--- src/hw/rtl/bbd_pkg.sv ---
package bbd_pkg;

   localparam int MAX_WIDTH  = 4096;
   localparam int MAX_HEIGHT = 4096;

   localparam int PIX_W   = 8;
   localparam int COORD_W = 12;   // fixed width of out_col / out_row
   localparam int SIZE_W  = 13;   // width of the frame size registers
   localparam int ADDR_W  = $clog2(MAX_WIDTH);
   localparam int CSUM_W  = 10;   // sum of three pixels
   localparam int SUM_W   = 12;   // sum of nine pixels
   localparam int NUM_RES = 4;    // results one item can cause
   localparam int CNT_W   = 3;

   // floor(s / 9) == (s * 3641) >> 15 for every s up to 9 * 255
   localparam int RECIP_W  = 12;
   localparam int RECIP    = 3641;
   localparam int RECIP_SH = 15;

   localparam int IDX_W = 2;
   localparam logic [IDX_W-1:0] CSR_FRAME_WIDTH   = 2'd0;
   localparam logic [IDX_W-1:0] CSR_FRAME_HEIGHT  = 2'd1;
   localparam logic [IDX_W-1:0] CSR_DECIMATE_MODE = 2'd2;

   localparam logic [SIZE_W-1:0] WIDTH_RESET  = 13'd640;
   localparam logic [SIZE_W-1:0] HEIGHT_RESET = 13'd480;

   typedef struct packed {
      logic               decim;
      logic [COORD_W-1:0] wm1;      // last column
      logic [COORD_W-1:0] hm1;      // last row
      logic [COORD_W-1:0] half_w;
      logic [COORD_W-1:0] half_h;
      logic [COORD_W-1:0] lastx;    // column of the frame's last center
      logic [COORD_W-1:0] lasty;
   } geom_type;

   typedef struct packed {
      logic [COORD_W-1:0] x;
      logic [COORD_W-1:0] y;
      logic [PIX_W-1:0]   pix;
      logic               x_ge1;
      logic               x_is1;
      logic               x_last;
      logic               y_ge1;
      logic               y_is1;
      logic               y_last;
   } s1_type;

   typedef struct packed {
      logic [SUM_W-1:0]   sum;
      logic [COORD_W-1:0] col;
      logic [COORD_W-1:0] row;
      logic               last;
   } res_type;

endpackage

--- src/hw/rtl/bbd_rsp_if.sv ---
interface bbd_rsp_if;
   logic                         valid;
   logic                         ready;
   logic [bbd_pkg::PIX_W-1:0]    pixel_out;
   logic [bbd_pkg::COORD_W-1:0]  out_col;
   logic [bbd_pkg::COORD_W-1:0]  out_row;
   logic                         frame_last;

   modport source (output valid, output pixel_out, output out_col, output out_row,
                   output frame_last, input ready);
   modport sink   (input valid, input pixel_out, input out_col, input out_row,
                   input frame_last, output ready);
endinterface

--- src/hw/rtl/bbd_result_queue.sv ---
module bbd_result_queue (
   input  logic                        clock,
   input  logic                        reset,
   input  logic                        load,
   input  bbd_pkg::res_type            cand [bbd_pkg::NUM_RES],
   input  logic [bbd_pkg::NUM_RES-1:0] cand_vld,
   output logic                        room,
   bbd_rsp_if.source                   rsp_bus
);

   localparam int NW = bbd_pkg::CNT_W;
   localparam int PRODW = bbd_pkg::SUM_W + bbd_pkg::RECIP_W;

   bbd_pkg::res_type slot_ff [bbd_pkg::NUM_RES];
   bbd_pkg::res_type slot_in [bbd_pkg::NUM_RES];
   logic [NW-1:0]    cnt_ff, cnt_in;
   logic [NW-1:0]    rd_ff, rd_in;
   logic [NW-1:0]    k;

   logic                         out_vld_ff, out_vld_in;
   logic [bbd_pkg::PIX_W-1:0]    out_pix_ff, out_pix_in;
   logic [bbd_pkg::COORD_W-1:0]  out_col_ff, out_col_in;
   logic [bbd_pkg::COORD_W-1:0]  out_row_ff, out_row_in;
   logic                         out_last_ff, out_last_in;

   bbd_pkg::res_type head;
   logic [PRODW-1:0] prod;
   logic             pop;
   logic             empty;

   assign empty = (rd_ff == cnt_ff);
   assign pop   = !empty && (!out_vld_ff || rsp_bus.ready);
   assign room  = empty || (((rd_ff + NW'(1)) == cnt_ff) && pop);

   assign head = slot_ff[rd_ff[1:0]];
   assign prod = PRODW'(head.sum) * PRODW'(bbd_pkg::RECIP);

   // pack the kept results into the front slots, in order
   always_comb begin
      k = '0;
      for (int j = 0; j < bbd_pkg::NUM_RES; j++) begin
         slot_in[j] = slot_ff[j];
      end
      if (load) begin
         for (int i = 0; i < bbd_pkg::NUM_RES; i++) begin
            if (cand_vld[i]) begin
               slot_in[k[1:0]] = cand[i];
               k = k + NW'(1);
            end
         end
      end
   end

   always_comb begin
      cnt_in = cnt_ff;
      rd_in  = rd_ff;
      if (load && (k != '0)) begin
         cnt_in = k;
         rd_in  = '0;
      end else if (pop) begin
         rd_in = rd_ff + NW'(1);
      end
   end

   always_comb begin
      out_vld_in  = out_vld_ff;
      out_pix_in  = out_pix_ff;
      out_col_in  = out_col_ff;
      out_row_in  = out_row_ff;
      out_last_in = out_last_ff;
      if (pop) begin
         out_vld_in  = 1'b1;
         out_pix_in  = prod[bbd_pkg::RECIP_SH +: bbd_pkg::PIX_W];
         out_col_in  = head.col;
         out_row_in  = head.row;
         out_last_in = head.last;
      end else if (rsp_bus.ready) begin
         out_vld_in = 1'b0;
      end
   end

   always_ff @(posedge clock) begin
      if (reset) begin
         cnt_ff     <= '0;
         rd_ff      <= '0;
         out_vld_ff <= 1'b0;
      end else begin
         cnt_ff     <= cnt_in;
         rd_ff      <= rd_in;
         out_vld_ff <= out_vld_in;
      end
   end

   always_ff @(posedge clock) begin
      for (int j = 0; j < bbd_pkg::NUM_RES; j++) begin
         slot_ff[j] <= slot_in[j];
      end
      out_pix_ff  <= out_pix_in;
      out_col_ff  <= out_col_in;
      out_row_ff  <= out_row_in;
      out_last_ff <= out_last_in;
   end

   assign rsp_bus.valid      = out_vld_ff;
   assign rsp_bus.pixel_out  = out_pix_ff;
   assign rsp_bus.out_col    = out_col_ff;
   assign rsp_bus.out_row    = out_row_ff;
   assign rsp_bus.frame_last = out_last_ff;

endmodule

--- src/flat_wrapper.sv ---
// flat-port wrapper written by rule: the top's interface ports become plain ports
module bbd_result_queue_flat 
  (clock, reset, load, cand, cand_vld, room, rsp_bus_valid, rsp_bus_pixel_out, rsp_bus_out_col, rsp_bus_out_row, rsp_bus_frame_last, rsp_bus_ready);
  bbd_rsp_if rsp_bus_i ();
  input  logic clock;
  input  logic reset;
  input  logic load;
  input  bbd_pkg::res_type cand[bbd_pkg::NUM_RES];
  input  logic [bbd_pkg::NUM_RES-1:0] cand_vld;
  output logic room;
  output wire logic [$bits(rsp_bus_i.valid)-1:0] rsp_bus_valid;
  output wire logic [$bits(rsp_bus_i.pixel_out)-1:0] rsp_bus_pixel_out;
  output wire logic [$bits(rsp_bus_i.out_col)-1:0] rsp_bus_out_col;
  output wire logic [$bits(rsp_bus_i.out_row)-1:0] rsp_bus_out_row;
  output wire logic [$bits(rsp_bus_i.frame_last)-1:0] rsp_bus_frame_last;
  input wire logic [$bits(rsp_bus_i.ready)-1:0] rsp_bus_ready;
  assign rsp_bus_valid = rsp_bus_i.valid;
  assign rsp_bus_pixel_out = rsp_bus_i.pixel_out;
  assign rsp_bus_out_col = rsp_bus_i.out_col;
  assign rsp_bus_out_row = rsp_bus_i.out_row;
  assign rsp_bus_frame_last = rsp_bus_i.frame_last;
  assign rsp_bus_i.ready = rsp_bus_ready;
  bbd_result_queue u_core (.clock(clock), .reset(reset), .load(load), .cand(cand), .cand_vld(cand_vld), .room(room), .rsp_bus(rsp_bus_i));
endmodule
--- config.mk ---
export PLATFORM = sky130hd
export DESIGN_NAME = bbd_result_queue_flat
export DESIGN_NICKNAME = d
export VERILOG_FILES = /design/src/hw/rtl/bbd_pkg.sv /design/src/hw/rtl/bbd_rsp_if.sv /design/src/hw/rtl/bbd_result_queue.sv /design/src/flat_wrapper.sv
export SDC_FILE = /design/constraint.sdc
export NUM_CORES = 1
export LEC_CHECK = 0
export ABC_AREA = 0
export ABC_CLOCK_PERIOD_IN_PS = 16400
export BUFFER_PORTS_ARGS = -buffer_cell sky130_fd_sc_hd__buf_2
export CAP_MARGIN = 20
export CORE_ASPECT_RATIO = 1.25
export CORE_MARGIN = 2
export CORE_UTILIZATION = 45
export DETAILED_ROUTE_END_ITERATION = 12
export PLACE_DENSITY = 0.65
export SETUP_SLACK_MARGIN = 0.1
export SLEW_MARGIN = 20
export SYNTH_ARGS = -nofsm -noshare
export SYNTH_HDL_FRONTEND = slang
export SYNTH_SLANG_ARGS = --single-unit
--- constraint.sdc ---
create_clock -name clock -period 16.4 [get_ports clock]
set_input_delay 0 -clock clock [delete_from_list [all_inputs] [get_ports clock]]
set_output_delay 0 -clock clock [all_outputs]
set_load 0.02 [all_outputs]
-- Word-level counts from Yosys, hierarchy flattened
Memories as Yosys holds them, arrays and structs flattened. A register that Yosys moved wholly into a read port is not among the register bits.
Cells that the tools add are included.
- bits in latches: 0
- bits in writable memories: 148
- bits in read-only memories: 0
- input port bits: 156
- memories kept: 1
- word-level logic and storage cells: 66
- register bits: 40
- output and inout bits: 35
- mux-type cells: 29
- magnitude comparators: 6
- shift operators: 0
- div/mod/pow operators: 0
- bitwise logic cells: 3
- multiply operators: 1
- $add $sub $neg: 4
- reduce and logical (&&, ||, !) cells: 13
- equal/unequal tests: 2
- memory list (name ; depth ; bits a word ; rd ports ; clocked after memory_dff ; wr ports ; line ; RTL):
    u_core.slot_ff ; 4 ; 37 ; 5 ; 1 ; 4 ; bbd_result_queue.sv:14 ; bbd_pkg::res_type slot_ff [bbd_pkg::NUM_RES];
- operators by type and width (kind ; count):
    $mux W148 ; 6
    $bwmux W148 ; 3
    $demux W37 S2 ; 3
    $mux W37 ; 5
    $mul A12 B12 Y23 const B ; 1
    $mux W3 ; 7
    $add A3 B1 Y3 const B ; 4
    $ge A3 B3 Y1 const B ; 3
    $lt A3 B1 Y1 const B ; 3
    $not A2 Y3 ; 3
    $eq A3 B3 Y1 ; 2
    $logic_and A1 B1 Y1 ; 6
    $mux W2 ; 2
    $mux W1 ; 3
    $reduce_bool A3 Y1 ; 1
    $logic_not A1 Y1 ; 2
    $logic_or A1 B1 Y1 ; 2
    $reduce_bool A2 Y1 ; 1
    $reduce_or A2 Y1 ; 1

-- Depth between registers and ports, before layout
Gate-level depths: netlist (run 1).
- depth in word-level cells: 16
- depth in mapped cells: 18
- depth with buffers taken out: 16

-- Least setup slack after synthesis (run 1)
Ideal clock, no wire load.
- kind: register to register
- start: register (tool-made name)
- end: register u_core.out_pix_ff (netlist bit u_core.rsp_bus.pixel_out[5]), data pin
- path slack: 10572 ps
- arrival time: 5563 ps
- data required time: 16135 ps
- period minus slack after synthesis: 5828 ps
- buffers on the path: 2
- cell stages (with the launch flop): 19
- library setup time: 265 ps
- cell sequence: dfxtp_1 > buf_6 > buf_1 > mux4_2 > fa_1 > ha_1 > inv_1 > fa_1 > inv_1 > fa_1 > inv_1 > fa_1 > inv_1 > ha_1 > nand2_1 > a211oi_1 > a221oi_4 > o2111a_1 > or3_1
- RTL lines (what ; line ; RTL):
    end signal, assigned ; bbd_result_queue.sv:98 ; out_pix_ff <= out_pix_in;
    end, declared ; bbd_result_queue.sv:21 ; logic [bbd_pkg::PIX_W-1:0] out_pix_ff, out_pix_in;

==> results of run 1 <==
## cells in the final DEF, fill, tap and decap left out, types with 15 or more instances in the layout
cell type,synthesis,final
nand2_1,233,229
o21ai_0,228,228
buf_2,3,187
edfxtp_1,181,181
mux2i_1,150,150
dlygate4sd3_1,0,103
nand3_1,81,80
ha_1,73,73
inv_1,45,45
mux4_2,35,35
fa_1,29,29
clkbuf_16,0,17
buf_4,0,16
nor2_1,15,15
## kinds of logic after synthesis
group                      count (synthesis)
muxes                                    187
AOI/OAI and AO/OA                        263
buffers and inverters                    129
adders and majority gates                102
DFF                                      190
and+or+nand+nor                          350
xor gates and xnor gates                  20
## per-layer routing
| layer | track usage | share of wire | wire, um | vias to the layer above |
|---|---|---|---|---|
| li1 | - | - | - | 5010 |
| met1 | 0.310 | 0.42 | 14900 | 5055 |
| met2 | 0.409 | 0.50 | 17900 | 342 |
| met3 | 0.0338 | 0.054 | 1930 | 59 |
| met4 | 0.0856 | 0.028 | 1000 | 0 |
| met5 | 0 | 0 | 0 | - |
## worst register-to-register path, cell delays in order (launching register included)
cell	delay [ps]
dfxtp_2	310
buf_4	620
mux4_2	700
fa_1	540
ha_1	330
inv_1	60
fa_1	500
inv_1	50
fa_1	500
inv_1	50
fa_1	480
inv_1	40
ha_1	310
nand2_1	80
a211oi_1	460
a221oi_4	200
o2111a_1	270
or3_1	360
## worst paths after layout
check | end | slack, ps | depth (start not counted)
worst min register to register | u_core.cnt_ff[0] | 530 | 2
worst max register to register | u_core.rsp_bus.pixel_out[5] | 10280 | 17
worst min-delay path | u_core.slot_ff[0][23] | 30 | 3
worst max-delay path | u_core.rsp_bus.pixel_out[5] | 10280 | 17
## cell type report
cell class / instances / area, sq um / area share
Antenna cell: 2 / 5.00 / 0.000316
Tap cell: 355 / 444 / 0.0281
Clock buffer: 18 / 429 / 0.0271
Inverter: 45 / 169 / 0.0107
Clock inverter: 14 / 120 / 0.00759
Multi-Input combinational cell: 922 / 6940 / 0.439
Sequential cell: 190 / 5620 / 0.355
Timing Repair Buffer: 307 / 2100 / 0.133
## through the flow
stage | hold WS [ps] | std cells | setup WS [ps]
after CTS | 0.500 | 1851 | 10250
after detailed placement | 241 | 1716 | 10240
after global placement | 232 | 1716 | 10370
after global routing | 19.6 | 1852 | 10020
final | 27.6 | 1853 | 10280
after floorplan | 72.4 | 1241 | 10570
## timing repair
action / CTS / global route
hold buffers: 103 / 0
buffers inserted: 0 / 0
hold endpoints to repair: 156 / 0
## registers in the layout, summed over array words and instances, names as in the netlist, named ones only
register,cells
u_core.rsp_bus.out_col,12
u_core.rd_ff,3
u_core.rsp_bus.out_row,12
u_core.slot_ff,148
u_core.rsp_bus.valid,1
u_core.rsp_bus.pixel_out,8
u_core.cnt_ff,3
u_core.rsp_bus.frame_last,1
## where the power goes
part           internal, mW  switching [mW]
Clock                 0.209           0.194
Combinational         0.854            1.16
Sequential            0.697          0.0381
Total                  1.76            1.39
==> flow_summary.yaml, run 1 <==
yosys:
  synthMuxAreaShare: 0.180
  synth_top_cells_by_area: "edfxtp_1 42%, mux2i_1 12%, o21ai_0 8.8%"
  synthFlopType: "edfxtp_1"
  synth.distinct_cells: 45
  synthArstFlopShare: 0
  synthCells: 1241
  ys_ff_latch: 190
  synth-compound-area-share: 0.109
  synth_most_common_cell: "nand2_1"
  yosysTopAreaCell: "edfxtp_1"
  ys_top_cells_by_count: "233 x nand2_1, 228 x o21ai_0, 181 x edfxtp_1, 150 x mux2i_1, 81 x nand3_1"
  syn_nets: 1499
  synth_edf_count: 181
  synth_top_area_share: 0.418
  syn_area_sq_mm: 0.0130
  synth_top_family_by_area: "multiplexers"
  synth_xor_area_frac: 0.0145
  synthSimpleGateAreaFrac: 0.113
  yosys_warnings: 0
  synth-seq-area-share: 0.431
  syn_avg_cell_area_sq_um: 10.5
  synth_adder_area_share: 0.115
sta:
  max_freq_mhz: 163
  skew_ps: 13.2
  fin_setup_tns_ps: 0
  rsz0062_at_grt: "no"
  min_period_over_period: 0.373
  relSlewSlack: 0.271
  setup_violations: 0
  worst-slew-pin-transition_ps: 1090
  fin_crit_ps: 6120
  finalHoldViolations: 0
  maxSlewViolCount: 0
clock_network:
  cts_buffers: 17
  clk_pin_slew_worst_paths_ps: 70
  cts_tree: "built"
  h-tree-depth: 4
  ctsResizeCount: 0
  clk_path_buf_depth: 2
  cts_root_buffer: "clkbuf_16"
  cts.sinks: 190
  clock_latency_ps: 450
route:
  wl_per_cell_um: 19.3
  ant_nets: 0
  first_iter_violations: 732
  route.final.wire_length_um: 35800
  firstDrtPassIters: 6
  routed_via_density: 5.65
  via_count: 10466
  route.detailed.drc: 0
global_routing:
  grt_pass1_wl_um: 56600
  grt_pass1_vias: 10435
  antenna_found_initial: 2
  grt_max_degree: 79
  track_usage: 0.239
  overflow: 0
pwr:
  p_leak_nw: 6.90
  power_mw: 3.15
  ir_worst_vdd_mv: 0.211
  p_per_area_mw_per_mm2: 199
worst_setup_path:
  crit_buf_inv: 5
  crit_fanout: 37
  start_kind: "flip-flop"
  worstPathArrival_ps: 6310
  crit_required_ps: 16580
  cpLargestDelayFamily: "adder cells"
  crit_slowest_cell: "mux4_2"
  cp_cell_sequence: "buf_4 -> mux4_2 -> fa_1 -> ha_1 -> inv_1 -> fa_1 -> inv_1 -> fa_1 -> inv_1 -> fa_1 -> inv_1 -> ha_1 -> nand2_1 -> a211oi_1 -> a221oi_4 -> o2111a_1 -> or3_1"
  end_kind: "flip-flop"
  max_stage_delay_ps: 670
  critical_path_class: "reg2reg"
placement:
  dpl_cell_area_sq_mm: 0.0142
  place.gp.congestion: 0.817
  dp_hpwl_um: 22700
  io_buffers: 190
die:
  dieHeight_um: 194
  ios: 191
  start_util: 0.457
  core.rowCount: 69
  die_area_sq_mm: 0.0303
  dieWidth_um: 156
  core_area_sq_mm: 0.0285
run_status:
  status: "finished clean"
hold_path:
  worstHoldStart: "cand[60]"
  hold_path.class: "in2reg"
finish:
  final_util: 0.555
  design_area_sq_mm: 0.0158
  fillers: 2539
  area_delta_synth_final_pct: 21.6
  finalNetCount: 1741
  drive_gt1_frac: 0.189
flow_run:
  cap_viol_max_count: 0
Note: power is estimated with default switching activity, not from simulation.
==> run 2, diff against run 1 <==
--- a/config.mk
+++ b/config.mk
@@ -6,14 +6,14 @@
 export NUM_CORES = 1
 export LEC_CHECK = 0
 export ABC_AREA = 0
-export ABC_CLOCK_PERIOD_IN_PS = 16400
+export ABC_CLOCK_PERIOD_IN_PS = 5270
 export BUFFER_PORTS_ARGS = -buffer_cell sky130_fd_sc_hd__buf_2
 export CAP_MARGIN = 20
 export CORE_ASPECT_RATIO = 1.25
 export CORE_MARGIN = 2
 export CORE_UTILIZATION = 45
 export DETAILED_ROUTE_END_ITERATION = 12
-export PLACE_DENSITY = 0.65
+export PLACE_DENSITY = 0.68
 export SETUP_SLACK_MARGIN = 0.1
 export SLEW_MARGIN = 20
 export SYNTH_ARGS = -nofsm -noshare
==> constraint.sdc (replaced) <==
create_clock -name clock -period 5.27 [get_ports clock]
set_input_delay 0 -clock clock [delete_from_list [all_inputs] [get_ports clock]]
set_output_delay 0 -clock clock [all_outputs]
set_load 0.02 [all_outputs]
==> run 2 against run 1 <==
Effect of this change: combinational power grew to 3.8 times the previous value; register-to-register slack worse by 10000 ps; largest power group unchanged; clock-buffer cell count stayed put; sequential power rose to 3.1 times the previous value; maximum frequency up 17%; critical path depth is 1 higher; first-iteration DRC count increased by 17%.
==> flow_summary.yaml, run 2 (synthesized netlist as in run 1, its figures left out) <==
sta:
  finalHoldViolations: 0
  worst-slew-pin-transition_ps: 1060
  timing.hold.ws_ps: 10.2
  max_freq_mhz: 191
  fin_crit_ps: 5220
  fin_setup_tns_ps: 0
  setup_violations: 0
  rsz0062_at_grt: "yes"
  skew_ps: 13.7
  relSlewSlack: 0.290
  min_period_over_period: 0.991
  maxSlewViolCount: 0
route:
  via_count: 10803
  first_iter_violations: 854
  ant_nets: 0
  routed_via_density: 5.75
  wl_per_cell_um: 19.6
  route.final.wire_length_um: 36900
  firstDrtPassIters: 5
  route.detailed.drc: 0
worst_setup_path:
  crit_fanout: 7
  worstPathArrival_ps: 5420
  cp_cell_sequence: "buf_16 -> mux4_2 -> fa_2 -> ha_4 -> inv_1 -> fa_1 -> inv_1 -> fa_1 -> inv_2 -> fa_1 -> inv_2 -> ha_4 -> nand3_2 -> o211ai_1 -> buf_4 -> a221oi_4 -> nor3_1 -> or3_1"
  end_kind: "flip-flop"
  critical_path_class: "reg2reg"
  start_kind: "flip-flop"
  max_stage_delay_ps: 630
  rrSetupSlack_ps: 50
  crit_slowest_cell: "fa_2"
  cp_common_cell: "fa_1"
  crit_required_ps: 5460
finish:
  area_delta_synth_final_pct: 25.1
  fillers: 2439
  final_common_cell: "nand2_1"
  final_cells: 1880
  drive_gt1_frac: 0.219
  finalNetCount: 1767
  design_area_sq_mm: 0.0163
  mostFrequentLayoutCells: "228 x nand2_1, 227 x o21ai_0, 187 x buf_2"
  regMostFlops: "u_core.slot_ff"
  largest_reg_flops: 148
placement:
  numPlacedInstances: 1733
  place.gp.congestion: 0.842
  dp_hpwl_um: 23500
  io_buffers: 190
  dpl_cell_area_sq_mm: 0.0144
clock_network:
  cts.sinks: 190
  clock_latency_ps: 440
  cts_root_buffer: "clkbuf_16"
  clk_path_buf_depth: 2
  h-tree-depth: 4
  cts_buffers: 17
  clk_pin_slew_worst_paths_ps: 70
  cts_tree: "built"
die:
  ios: 191
  dieHeight_um: 194
  start_util: 0.457
  die_area_sq_mm: 0.0303
  core.rowCount: 69
  core_area_sq_mm: 0.0285
  dieWidth_um: 156
pwr:
  power_mw: 11.3
  p_leak_nw: 7.07
  ir_worst_vdd_mv: 0.961
  p_per_area_mw_per_mm2: 692
global_routing:
  track_usage: 0.241
  grt_max_degree: 73
  antenna_found_initial: 3
  grt_pass1_vias: 10722
  overflow: 0
  grt_pass1_wl_um: 57000
run_status:
  status: "finished clean"
flow_run:
  cap_viol_max_count: 0
hold_path:
  hold_path.class: "in2reg"
run 2: cell types whose count changed in the layout (fill, tap and decap cells not counted), moves of 5 or more:
cell | previous run | this run
buf_4 | 16 | 39
ha_4 | 0 | 8
ha_1 | 73 | 65
inv_2 | 0 | 5
inv_1 | 45 | 40
run 2: worst max-delay path, delay by kind of cell, from the launching register on:
family,cells,cell delay (ps)
mux,1,560
compound gates,2,500
simple gates,3,480
buf+inv,6,480
fa+ha+maj,6,2540
flops,1,410
run 2: timing repair:
item	CTS	global route
endpoints found under the hold margin	155	0
gates resized for setup	11	15
setup buffers	7	2
gates cloned	1	0
hold buffers	102	0
pin swaps	14	5
setup endpoints to repair	6	7
run 2: routing by layer:
layer  global-route usage  up-vias  share of wire
met5                    0        -              0
met2                0.419      469           0.50
met4               0.0897        0          0.027
met1                0.300     5211           0.40
li1                     -     5054              -
met3               0.0396       69          0.069
run 2: where the power goes:
group	internal (mW)	switching [mW]	total (mW)
Sequential	2.17	0.111	2.28
Clock	0.756	0.609	1.36
Combinational	3.50	4.12	7.62
run 2: final timing paths:
kind	cells after the start	to	from
setup reg to reg	18	u_core.rsp_bus.pixel_out[5]	flip-flop
setup / recovery	18	u_core.rsp_bus.pixel_out[5]	flip-flop
hold / removal	3	u_core.slot_ff[0][26]	cand[63]
hold reg to reg	2	u_core.cnt_ff[0]	u_core.cnt_ff[0]
run 2: area by class of cell:
class                           instances  area [sq um]  share of cell area
Sequential cell                       190          5620               0.345
Antenna cell                            3          7.51            0.000461
Clock inverter                         14           179              0.0110
Clock buffer                           18           429              0.0264
Tap cell                              355           444              0.0273
Multi-Input combinational cell        922          7090               0.436
Inverter                               45           169              0.0104
Timing Repair Buffer                  333          2340               0.144
run 2: metrics by stage:
stage | util | setup WS (ps)
2_1_floorplan | - | 78.4
3_3_place_gp | 0.506 | 48.9
3_5_place_dp | 0.506 | -86.0
4_1_cts | 0.568 | 58.0
5_1_grt | 0.571 | -129
6_report | 0.571 | 46.1
