### src/hw/rtl/bbd_pkg.sv
package bbd_pkg;

   localparam int MAX_WIDTH  = 4096;
   localparam int MAX_HEIGHT = 4096;

   localparam int PIX_W   = 8;
   localparam int COORD_W = 12;   // fixed width of out_col / out_row
   localparam int SIZE_W  = 13;   // width of the frame size registers
   localparam int ADDR_W  = $clog2(MAX_WIDTH);
   localparam int CSUM_W  = 10;   // sum of three pixels
   localparam int SUM_W   = 12;   // sum of nine pixels
   localparam int NUM_RES = 4;    // results one item can cause
   localparam int CNT_W   = 3;

   // floor(s / 9) == (s * 3641) >> 15 for every s up to 9 * 255
   localparam int RECIP_W  = 12;
   localparam int RECIP    = 3641;
   localparam int RECIP_SH = 15;

   localparam int IDX_W = 2;
   localparam logic [IDX_W-1:0] CSR_FRAME_WIDTH   = 2'd0;
   localparam logic [IDX_W-1:0] CSR_FRAME_HEIGHT  = 2'd1;
   localparam logic [IDX_W-1:0] CSR_DECIMATE_MODE = 2'd2;

   localparam logic [SIZE_W-1:0] WIDTH_RESET  = 13'd640;
   localparam logic [SIZE_W-1:0] HEIGHT_RESET = 13'd480;

   typedef struct packed {
      logic               decim;
      logic [COORD_W-1:0] wm1;      // last column
      logic [COORD_W-1:0] hm1;      // last row
      logic [COORD_W-1:0] half_w;
      logic [COORD_W-1:0] half_h;
      logic [COORD_W-1:0] lastx;    // column of the frame's last center
      logic [COORD_W-1:0] lasty;
   } geom_type;

   typedef struct packed {
      logic [COORD_W-1:0] x;
      logic [COORD_W-1:0] y;
      logic [PIX_W-1:0]   pix;
      logic               x_ge1;
      logic               x_is1;
      logic               x_last;
      logic               y_ge1;
      logic               y_is1;
      logic               y_last;
   } s1_type;

   typedef struct packed {
      logic [SUM_W-1:0]   sum;
      logic [COORD_W-1:0] col;
      logic [COORD_W-1:0] row;
      logic               last;
   } res_type;

endpackage

### src/hw/rtl/bbd_window.sv
module bbd_window (
   input  logic                        clock,
   input  logic                        reset,
   input  logic                        fire,
   input  bbd_pkg::s1_type             s1,
   input  logic [bbd_pkg::PIX_W-1:0]   p1,
   input  logic [bbd_pkg::PIX_W-1:0]   p2,
   input  bbd_pkg::geom_type           geom,
   output bbd_pkg::res_type            cand [bbd_pkg::NUM_RES],
   output logic [bbd_pkg::NUM_RES-1:0] cand_vld
);

   localparam int PW = bbd_pkg::PIX_W;
   localparam int CW = bbd_pkg::COORD_W;
   localparam int SW = bbd_pkg::SUM_W;
   localparam int KW = bbd_pkg::CSUM_W;

   // [0..2] column x-1 top/mid/bot, [3..5] column x-2
   logic [PW-1:0] win_ff [6];
   logic [PW-1:0] win_in [6];

   logic [PW-1:0] c0 [3];
   logic [PW-1:0] c1 [3];
   logic [PW-1:0] c2 [3];
   logic [KW-1:0] cs0n, cs1n, cs2n, cs0b, cs1b, cs2b;
   logic [SW-1:0] sum  [bbd_pkg::NUM_RES];
   logic [CW-1:0] cx   [bbd_pkg::NUM_RES];
   logic [CW-1:0] cy   [bbd_pkg::NUM_RES];
   logic [bbd_pkg::NUM_RES-1:0] keep;
   logic [bbd_pkg::NUM_RES-1:0] base;

   function automatic logic [KW-1:0] col_sum(input logic [PW-1:0] a, input logic [PW-1:0] b,
                                            input logic [PW-1:0] c);
      col_sum = KW'(a) + KW'(b) + KW'(c);
   endfunction

   always_comb begin
      c2[0] = s1.y_is1 ? p1 : p2;
      c2[1] = p1;
      c2[2] = s1.pix;
      for (int r = 0; r < 3; r++) begin
         c1[r] = win_ff[r];
         c0[r] = s1.x_is1 ? win_ff[r] : win_ff[3 + r];
      end
   end

   // bottom-row centers repeat the lowest row in place of the row below
   always_comb begin
      cs0n = col_sum(c0[0], c0[1], c0[2]);
      cs1n = col_sum(c1[0], c1[1], c1[2]);
      cs2n = col_sum(c2[0], c2[1], c2[2]);
      cs0b = col_sum(c0[1], c0[2], c0[2]);
      cs1b = col_sum(c1[1], c1[2], c1[2]);
      cs2b = col_sum(c2[1], c2[2], c2[2]);
      sum[0] = SW'(cs0n) + SW'(cs1n) + SW'(cs2n);
      sum[1] = SW'(cs1n) + SW'(cs2n) + SW'(cs2n);
      sum[2] = SW'(cs0b) + SW'(cs1b) + SW'(cs2b);
      sum[3] = SW'(cs1b) + SW'(cs2b) + SW'(cs2b);
      cx[0] = s1.x - CW'(1);
      cy[0] = s1.y - CW'(1);
      cx[1] = s1.x;
      cy[1] = s1.y - CW'(1);
      cx[2] = s1.x - CW'(1);
      cy[2] = s1.y;
      cx[3] = s1.x;
      cy[3] = s1.y;
      base[0] = s1.y_ge1 && s1.x_ge1;
      base[1] = s1.y_ge1 && s1.x_last;
      base[2] = s1.y_ge1 && s1.y_last && s1.x_ge1;
      base[3] = s1.y_ge1 && s1.y_last && s1.x_last;
   end

   always_comb begin
      for (int i = 0; i < bbd_pkg::NUM_RES; i++) begin
         keep[i] = !geom.decim ||
                   (!cx[i][0] && !cy[i][0] &&
                    ({1'b0, cx[i][CW-1:1]} < geom.half_w) &&
                    ({1'b0, cy[i][CW-1:1]} < geom.half_h));
         cand[i].sum  = sum[i];
         cand[i].col  = geom.decim ? {1'b0, cx[i][CW-1:1]} : cx[i];
         cand[i].row  = geom.decim ? {1'b0, cy[i][CW-1:1]} : cy[i];
         cand[i].last = (cx[i] == geom.lastx) && (cy[i] == geom.lasty);
         cand_vld[i]  = base[i] && keep[i];
      end
   end

   always_comb begin
      for (int r = 0; r < 3; r++) begin
         win_in[r]     = win_ff[r];
         win_in[3 + r] = win_ff[3 + r];
      end
      if (fire) begin
         for (int r = 0; r < 3; r++) begin
            win_in[3 + r] = win_ff[r];
            win_in[r]     = c2[r];
         end
      end
   end

   always_ff @(posedge clock) begin
      if (reset) begin
         for (int i = 0; i < 6; i++) begin
            win_ff[i] <= '0;
         end
      end else begin
         for (int i = 0; i < 6; i++) begin
            win_ff[i] <= win_in[i];
         end
      end
   end

endmodule

### config.mk
export PLATFORM = sky130hd
export DESIGN_NAME = bbd_window
export DESIGN_NICKNAME = d
export VERILOG_FILES = /design/src/hw/rtl/bbd_pkg.sv /design/src/hw/rtl/bbd_window.sv
export SDC_FILE = /design/constraint.sdc
export NUM_CORES = 1
export LEC_CHECK = 0
export BUFFER_PORTS_ARGS = -buffer_cell sky130_fd_sc_hd__buf_2
export CORE_MARGIN = 10
export CORE_UTILIZATION = 55
export DETAILED_ROUTE_END_ITERATION = 12
export MAX_ROUTING_LAYER = met4
export PLACE_DENSITY = 0.85
export SETUP_SLACK_MARGIN = 0.3
export SYNTH_ARGS = -nofsm -noshare
export SYNTH_HDL_FRONTEND = slang
export SYNTH_SLANG_ARGS = --single-unit
### constraint.sdc
create_clock -name clock -period 8.6 [get_ports clock]
set_clock_uncertainty 0.05 [all_clocks]
set_input_delay 0.86 -clock clock [delete_from_list [all_inputs] [get_ports clock]]
set_output_delay 0.86 -clock clock [all_outputs]
set_load 0.02 [all_outputs]
==> After elaboration in Yosys (flattened, before gate mapping) <==
Memories as Yosys holds them, arrays and structs flattened.
Cells that the tools add are included.
{ "word_totals": {"regBits": 0, "ram_bits": 48, "inputBits": 130, "output_inout_bits": 152, "word_cells": 89, "n_memories": 1} }
{ "classes": {"add_sub_neg": 22, "order_cmp": 4, "n_eq_ne": 4, "muxes": 18, "n_bitwise": 6, "reduce_logical": 34} }
{ "mem_list": {"columns": ["memory", "words", "word_bits", "read_ports", "rd_clocked_by_memory_dff", "write_ports", "line_no", "text"], "rows": [
  ["win_ff", 6, 8, 6, 0, 6, "bbd_window.sv:19", "logic [PW-1:0] win_ff [6];"]
]} }
{ "op_table": {"columns": ["cell", "n"], "rows": [
  ["8-bit two-way mux", 10],
  ["9-bit by 8-bit adder with 10-bit output", 6],
  ["8-bit by 8-bit adder with 9-bit output", 6],
  ["11-bit by 10-bit adder with 12-bit output", 4],
  ["12-bit == test", 4],
  ["11-bit by 12-bit less-than comparator with 1-bit output", 4],
  ["12-bit two-way mux", 4],
  ["48-bit two-way mux", 1],
  ["10-bit by 10-bit adder with 11-bit output", 4],
  ["1-bit logical AND", 25],
  ["12-bit by 1-bit subtractor with 12-bit output (second input constant)", 2],
  ["1-bit bitwise OR", 6],
  ["1-bit zero test", 5],
  ["1-bit logical OR", 4],
  ["1-bit two-way mux", 3]
]} }

==> Logic depth before layout (Yosys ltp) <==
Gate-level depths: netlist (run 1).
{ "depth": {"word_depth": 7, "ltp_mapped": 23} }

==> Worst setup path after synthesis (run 1) <==
No wires, ideal clock.
{ "synth_timing": {"path_type": "input to output", "from": "in s1[1] in the netlist's numbering", "to": "out cand[147] in the netlist's numbering", "t_arrival_ns": 5.458, "t_required_ns": 7.690, "setup_slack_ns": 2.232, "stages": 20, "path_cell_list": "clkbuf_1 mux2_2 fa_1 ha_1 inv_1 fa_1 nand2b_1 a21oi_1 a21o_1 a21o_1 nor2_1 or2_2 fa_1 inv_1 ha_1 or2_2 a21oi_1 a21oi_1 or4b_1 nand4b_1"} }
{ "synth_lines": {"columns": ["item", "line_no", "text"], "rows": [
  ["from (decl)", "bbd_window.sv:5", "input bbd_pkg::s1_type s1,"],
  ["to (decl)", "bbd_window.sv:9", "output bbd_pkg::res_type cand [bbd_pkg::NUM_RES],"]
]} }

==> results.yml, run 1 <==
status:
  status: "complete, no violations"
run:
  maxCapViolCount: 0
power_and_ir_drop:
  power.density_nw_per_um2: 218
  power.share.clock: 0.099
  p_leak_nw: 5.50
  vdd_drop_max_mv: 0.300
  switching_share: 0.528
  total_power_mw: 2.25
  seqPwrFrac: 0.110
  power.internal_mw: 1.06
  p_switching_mw: 1.19
  combPwrFrac: 0.791
floorplanning:
  die_x_um: 148
  num_rows: 46
  coreArea_um2: 16000
  die_y_um: 148
  start_util: 0.567
  ios: 282
  die_area_um2: 22000
setup_path:
  worstSetupPathType: "in -> out"
  cp-start-kind: "primary input"
  critPathRequiredTime_ns: 7.69
  crit_family: "adder cells"
  crit_path_cell_trace: "buf_2 > mux2_2 > fa_1 > ha_1 > a21o_1 > a21oi_1 > o21bai_1 > a21oi_1 > o21ai_0 > xor2_1 > ha_1 > inv_1 > fa_1 > inv_1 > ha_1 > ha_1 > and3_1 > a2111oi_0 > o211ai_1 > buf_2"
  arrival_ns: 5.94
  end_kind: "primary output"
  worst_path_most_repeated_cell: "ha_1"
  slowest_stage: "fa_1"
  path_buf_inv: 4
  crit_fanout: 8
  slowest_delay_ns: 0.50
yosys:
  syn_area_per_cell_um2: 8.53
  syn-num-nets: 1375
  synth-seq-cells: 48
  synth_cell_types: 58
  synth_compound_area_frac: 0.114
  synth_top_family_by_area: "adder cells"
  yosys.area_share.simple: 0.120
  synth_adder_area_share: 0.306
  synth.area.mux_share: 0.136
  synthCells: 1063
  netlist_area_um2: 9060
  synthArstFlopShare: 0
  synthFlopType: "dfxtp_1"
  yosys_warnings: 0
  ys_seq_area_frac: 0.106
  synth-xor-area-share: 0.104
  synth_edf_count: 0
global_route:
  antenna_found_initial: 4
  grt-ovfl-total: 0
  track_usage: 0.239
  grt_pass1_wl_um: 42400
  grt_pass1_vias: 8685
  grt_max_degree: 57
place:
  portBuffers: 257
  post-place-ws_ns: 1.84
  hpwlAfterDp_um: 22500
  placed_area_um2: 10100
  gp_congestion: 1.00
cells_and_area:
  largest_register_ffs: 48
  drive_gt1_frac: 0.266
  reg.largest.list: "win_ff (48)"
  syn2layout_area_growth_pct: 13.5
  utilization: 0.643
  final_area_um2: 10300
  nets: 1556
  largest_register: "win_ff"
drt:
  avgRoutedWirePerCell_um: 18.2
  wl_um: 26600
  drt_iter0_drc: 297
  firstDrtPassIters: 5
  antenna_left: 0
  viasPerCell: 5.43
  drc_errors: 0
  vias: 7954
cts:
  clockBufferDepth: 2
  h-tree-depth: 2
  cts-buffers-inserted: 5
  insertion_delay_ns: 0.29
  cts_tree: "yes"
  cts_resized: 0
  clkSlewWorstSetupHoldPaths_ns: 0.06
  clock_sinks: 48
  root_buffer: "clkbuf_16"
  postCtsSetupBuffers: 0
  hold_buffers: 0
sta:
  slew_headroom: 0.258
  period_needed_ns: 6.85
  slew_viol_final: 0
  tightest_slew_ns: 1.11
  hold_violations: 0
  fmax_mhz: 146
  fin_ws_ns: 1.75
  fin_crit_sh: 0.796
  fin_tns_setup_ns: 0
  setup_viol: 0
  rsz0062_at_grt: "false"
hold_path:
  min_path_type: "reg -> reg"
-- through the flow --
stage	hold WS, ns	instances
5_1_grt	0.484	1465
6_report	0.443	1465
3_3_place_gp	0.418	1453
2_1_floorplan	0.406	1063
3_5_place_dp	0.431	1453
4_1_cts	0.448	1461
-- worst paths after layout --
kind / cells after the start / slack [ns] / from / end
max: 20 / 1.75 / s1[1] / cand[146]
min: 2 / 0.44 / win_ff[0][38] / win_ff[0][38]
max reg2reg: 2 / 7.73 / win_ff[0][10] / win_ff[0][34]
min reg2reg: 2 / 0.44 / win_ff[0][38] / win_ff[0][38]
-- worst min-delay path: cells and delay by family, from the launching register on --
family / cells / cell delay, ns
flops: 1 / 0.33
mux: 1 / 0.06
simple gates: 1 / 0.07
-- metal layers --
metal	global-route usage	wire, µm	vias up
met3	0.0337	1140	66
met4	0.102	1050	0
li1	-	-	3884
met2	0.452	14300	277
met1	0.239	10100	3727
met5	-	0	-
-- cells in the final DEF, fill, tap and decap left out, types with 5 or more instances in the layout --
| cell | synthesis | routed |
|---|---|---|
| buf_2 | 7 | 257 |
| inv_1 | 138 | 138 |
| ha_1 | 119 | 119 |
| nor2_1 | 99 | 99 |
| mux2i_1 | 65 | 65 |
| xnor2_1 | 64 | 64 |
| fa_1 | 63 | 63 |
| a21oi_1 | 59 | 59 |
| mux2_2 | 52 | 52 |
| dfxtp_1 | 48 | 48 |
| xor2_1 | 44 | 44 |
| o21ai_0 | 33 | 33 |
| nand2_1 | 30 | 30 |
| a21o_1 | 21 | 21 |
| nor3_1 | 14 | 14 |
| nor2b_1 | 11 | 11 |
| o21bai_1 | 10 | 10 |
| nand2b_1 | 10 | 10 |
| nand4_1 | 8 | 8 |
| o21a_1 | 7 | 7 |
| or3_1 | 7 | 7 |
| o211ai_1 | 7 | 7 |
| a21boi_0 | 6 | 6 |
| nand3_1 | 6 | 6 |
| a211oi_1 | 5 | 5 |
| nor4_1 | 5 | 5 |
| clkbuf_16 | 0 | 5 |
-- logic make-up (layout without fill, tap and decap cells) --
family	count (synthesis)	count (layout)
AOI/OAI and AO/OA	166	166
xor gates and xnor gates	108	108
adders and majority gates	184	184
buffers and inverters	222	404
DFF	48	48
muxes	117	117
other	0	4
and+or+nand+nor	218	218
-- area by class of cell --
| class | instances | area, µm² |
|---|---|---|
| inverters | 138 | 518 |
| flip-flops and latches | 48 | 961 |
| fillers | 1330 | 5710 |
| repair buffers | 258 | 1290 |
| clock buffers | 6 | 129 |
| multi-input cells | 793 | 7070 |
| clock inverters | 2 | 35.0 |
| well taps | 216 | 270 |
| diodes | 4 | 10.0 |
-- synth_stat cells (3+ instances only) --
cell type	count	area share
nand4b_1	4	0.0039
nor2b_1	11	0.0076
nor3_2	4	0.0044
mux2_2	52	0.065
o211ai_1	7	0.0058
ha_1	119	0.16
nand3_1	6	0.0033
clkbuf_1	24	0.0099
o21ai_0	33	0.018
a21boi_0	6	0.0050
inv_1	138	0.057
or3_1	7	0.0048
nand3b_1	4	0.0033
buf_1	3	0.0012
nand2_1	30	0.012
buf_4	49	0.041
a21o_1	21	0.017
mux2i_1	65	0.072
dfxtp_1	48	0.11
xnor2_1	64	0.062
a211oi_1	5	0.0041
fa_1	63	0.14
a21oi_1	59	0.033
buf_2	7	0.0039
o21a_1	7	0.0058
xor2_1	44	0.043
o21bai_1	10	0.0083
nand2b_1	10	0.0069
nand4_1	8	0.0055
nor4_1	5	0.0035
nor3_1	14	0.0077
nor2_1	99	0.041
-- power groups by stage --
stage / logic (mW) / clock network [mW] / registers (mW)
3_5_place_dp: 1.79 / 0 / 0.252
6_report: 1.78 / 0.222 / 0.247
3_3_place_gp: 1.74 / 0 / 0.251
4_1_cts: 1.80 / 0.223 / 0.247
5_1_grt: 1.97 / 0.230 / 0.249
2_1_floorplan: 1.30 / 0 / 0.248
Power figures use the tool's default switching activity.
==> run 2, diff against run 1 <==
--- a/config.mk
+++ b/config.mk
@@ -5,12 +5,13 @@
 export SDC_FILE = /design/constraint.sdc
 export NUM_CORES = 1
 export LEC_CHECK = 0
+export ABC_AREA = 1
 export BUFFER_PORTS_ARGS = -buffer_cell sky130_fd_sc_hd__buf_2
 export CORE_MARGIN = 10
-export CORE_UTILIZATION = 55
+export CORE_UTILIZATION = 54
 export DETAILED_ROUTE_END_ITERATION = 12
 export MAX_ROUTING_LAYER = met4
-export PLACE_DENSITY = 0.85
+export PLACE_DENSITY = 0.83
 export SETUP_SLACK_MARGIN = 0.3
 export SYNTH_ARGS = -nofsm -noshare
 export SYNTH_HDL_FRONTEND = slang
==> constraint.sdc (replaced) <==
create_clock -name clock -period 6.36 [get_ports clock]
set_clock_uncertainty 0.05 [all_clocks]
set_input_delay 0.636 -clock clock [delete_from_list [all_inputs] [get_ports clock]]
set_output_delay 0.636 -clock clock [all_outputs]
set_load 0.02 [all_outputs]
==> run 2 against run 1 <==
  * Sequential share of layout area shrank 0.22 points
  * Via count grew 15%
  * Design area grew 2.6%
  * Worst hold slack lost 0.028 ns
  * Largest cell class unchanged
  * Combinational power grew 85%
  * Sequential power grew 37%
  * Routed wire length grew 6.2%
  * Critical path depth grew 3
  * Cell count grew 18%
  * Global-route usage grew 0.30 points
  * Clock power grew 32%
==> results.yml, run 2 <==
setup_path:
  crit_fanout: 4
  slowest_stage: "fa_1"
  critPathRequiredTime_ns: 5.67
  crit_family: "adder cells"
  path_buf_inv: 8
  cp-start-kind: "register"
  slowest_delay_ns: 0.52
  end_kind: "primary output"
  worst_path_most_repeated_cell: "inv_1"
  crit_path_cell_trace: "inv_1 > fa_1 > inv_1 > ha_1 > inv_1 > fa_1 > o21ai_2 > a21oi_1 > o21bai_1 > xor2_1 > inv_1 > fa_1 > inv_1 > fa_1 > inv_1 > ha_1 > nand2_1 > inv_1 > nand4_1 > nand3_1 > a31oi_1 > xnor2_1 > buf_2"
  worstSetupPathType: "reg -> out"
  arrival_ns: 5.02
cells_and_area:
  reg.largest.list: "win_ff (48)"
  layout_common_cells: "buf_2, inv_1, nand2_1"
  final-instance-count-excl-fill: 1730
  nets: 1819
  drive_gt1_frac: 0.206
  largest_register: "win_ff"
  syn2layout_area_growth_pct: 13.6
  largest_register_ffs: 48
  final_common_cell: "buf_2"
yosys:
  netlist_area_um2: 9290
  synthCells: 1322
  synth-seq-cells: 48
  synth_cell_types: 46
  synthArstFlopShare: 0
  synth_commonest_cells: "inv_1, nand2_1, ha_1"
  synth_most_common_cell: "inv_1"
  synthFlopType: "dfxtp_1"
  syn_area_per_cell_um2: 7.03
  syn-num-nets: 1634
  yosys.area.top_type: "ha_1"
  ys_seq_area_frac: 0.103
  synth_edf_count: 0
  yosysTopAreaCellShare: 0.160
  synth_area_leaders: "ha_1, fa_1, dfxtp_1, inv_1, nand2_1"
  yosys_warnings: 0
hold_path:
  min_path_type: "reg -> reg"
place:
  portBuffers: 257
  place_inst: 1719
  post-place-ws_ns: 0.682
  hpwlAfterDp_um: 24600
  gp_congestion: 0.961
floorplanning:
  die_area_um2: 22800
  start_util: 0.556
  coreArea_um2: 16700
  num_rows: 47
  die_x_um: 151
  ios: 282
  die_y_um: 151
cts:
  cts-buffers-inserted: 5
  clkSlewWorstSetupHoldPaths_ns: 0.07
  insertion_delay_ns: 0.28
  h-tree-depth: 2
  root_buffer: "clkbuf_16"
  cts_tree: "yes"
  clockBufferDepth: 2
  hold_buffers: 0
  clock_sinks: 48
sta:
  fin_ws_ns: 0.657
  tightest_slew_ns: 0.933
  slew_headroom: 0.378
  fmax_mhz: 175
  slew_viol_final: 0
  period_needed_ns: 5.70
  rsz0062_at_grt: "false"
  fin_crit_sh: 0.897
  hold_violations: 0
  fin_tns_setup_ns: 0
  setup_viol: 0
run:
  maxCapViolCount: 0
drt:
  viasPerCell: 5.28
  firstDrtPassIters: 5
  drc_errors: 0
  avgRoutedWirePerCell_um: 16.3
  drt_iter0_drc: 585
  vias: 9140
  wl_um: 28300
  antenna_left: 0
power_and_ir_drop:
  vdd_drop_max_mv: 0.381
  power.density_nw_per_um2: 373
  p_leak_nw: 5.89
global_route:
  grt_pass1_wl_um: 44200
  grt_pass1_vias: 8991
  grt_use_met2: 0.455
  track_usage: 0.242
  met3_usage: 0.0263
  busiest_layer: "met2"
  antenna_found_initial: 2
  grt-ovfl-total: 0
  grt_max_degree: 64
  grt.met1_usage: 0.272
status:
  status: "complete, no violations"
[run 2: cell count changes after synthesis, moves of 11 or more]
cell	change
o21ai_0	+54
a211oi_1	+33
xor2_1	+27
a21oi_1	+48
nand2_1	+170
nor2b_1	-11
mux2i_1	-65
inv_1	+104
mux2_2	-45
xnor2_1	-36
nand3_1	+29
a21o_1	-17
[run 2: area by class of cell]
cell class | count | area (µm²)
multi-input combinational | 945 | 6900
fill | 1541 | 6150
timing repair buffer | 261 | 1320
sequential | 48 | 962
inverter | 246 | 923
tap | 220 | 275
clock buffer | 6 | 129
clock inverter | 2 | 35.0
antenna | 2 | 5.00
[run 2: through the flow]
stage / util / power, mW / hold WS [ns] / instance area (µm²)
final: 0.632 / 3.93 / 0.415 / 10600
after global routing: 0.632 / 4.34 / 0.439 / 10600
after CTS: 0.631 / 4.00 / 0.418 / 10500
after detailed placement: 0.621 / 3.70 / 0.400 / 10400
after global placement: 0.621 / 3.64 / 0.395 / 10400
after floorplan: - / 2.75 / 0.385 / 9290
[run 2: repair_timing]
action | CTS | global route
buffers inserted | 0 | 1
resized for setup | 0 | 4
endpoints found under the setup margin | 0 | 4
[run 2: worst reg2reg max path, stage by stage, from the launching register on]
cell and delay, ns:
dfxtp_1 0.45, inv_1 0.11, a211oi_1 0.24
[run 2: where the power goes]
group | leakage (nW) | total (mW) | switching [mW] | internal (mW)
logic | 5.41 | 3.30 | 2.13 | 1.17
clock network | 0.0809 | 0.294 | 0.109 | 0.185
registers | 0.398 | 0.338 | 0.0167 | 0.322
total | 5.89 | 3.93 | 2.25 | 1.68
[run 2: logic make-up (layout without fill, tap and decap cells)]
logic type      after synthesis  after routing  share of synthesized area
other cells                   0              2                          0
flops                        48             48                      0.103
simple gates                395            395                      0.185
mux                           7              7                    0.00849
buf+inv                     329            515                      0.154
fa+ha+maj                   182            182                      0.296
xor+xnor                    101            101                     0.0969
compound gates              260            260                      0.157
[run 2: worst paths after layout]
check | startpoint | end | slack [ns] | cells after the start
max | win_ff[0][17] | cand[147] | 0.66 | 23
min | win_ff[0][40] | win_ff[0][40] | 0.41 | 2
max reg2reg | win_ff[0][10] | win_ff[0][10] | 5.43 | 2
min reg2reg | win_ff[0][40] | win_ff[0][40] | 0.41 | 2
[run 2: routing by layer]
metal | up-vias | part of all wire
li1 | 4574 | -
met1 | 4196 | 0.39
met2 | 334 | 0.52
met3 | 36 | 0.071
met4 | 0 | 0.019
met5 | - | 0
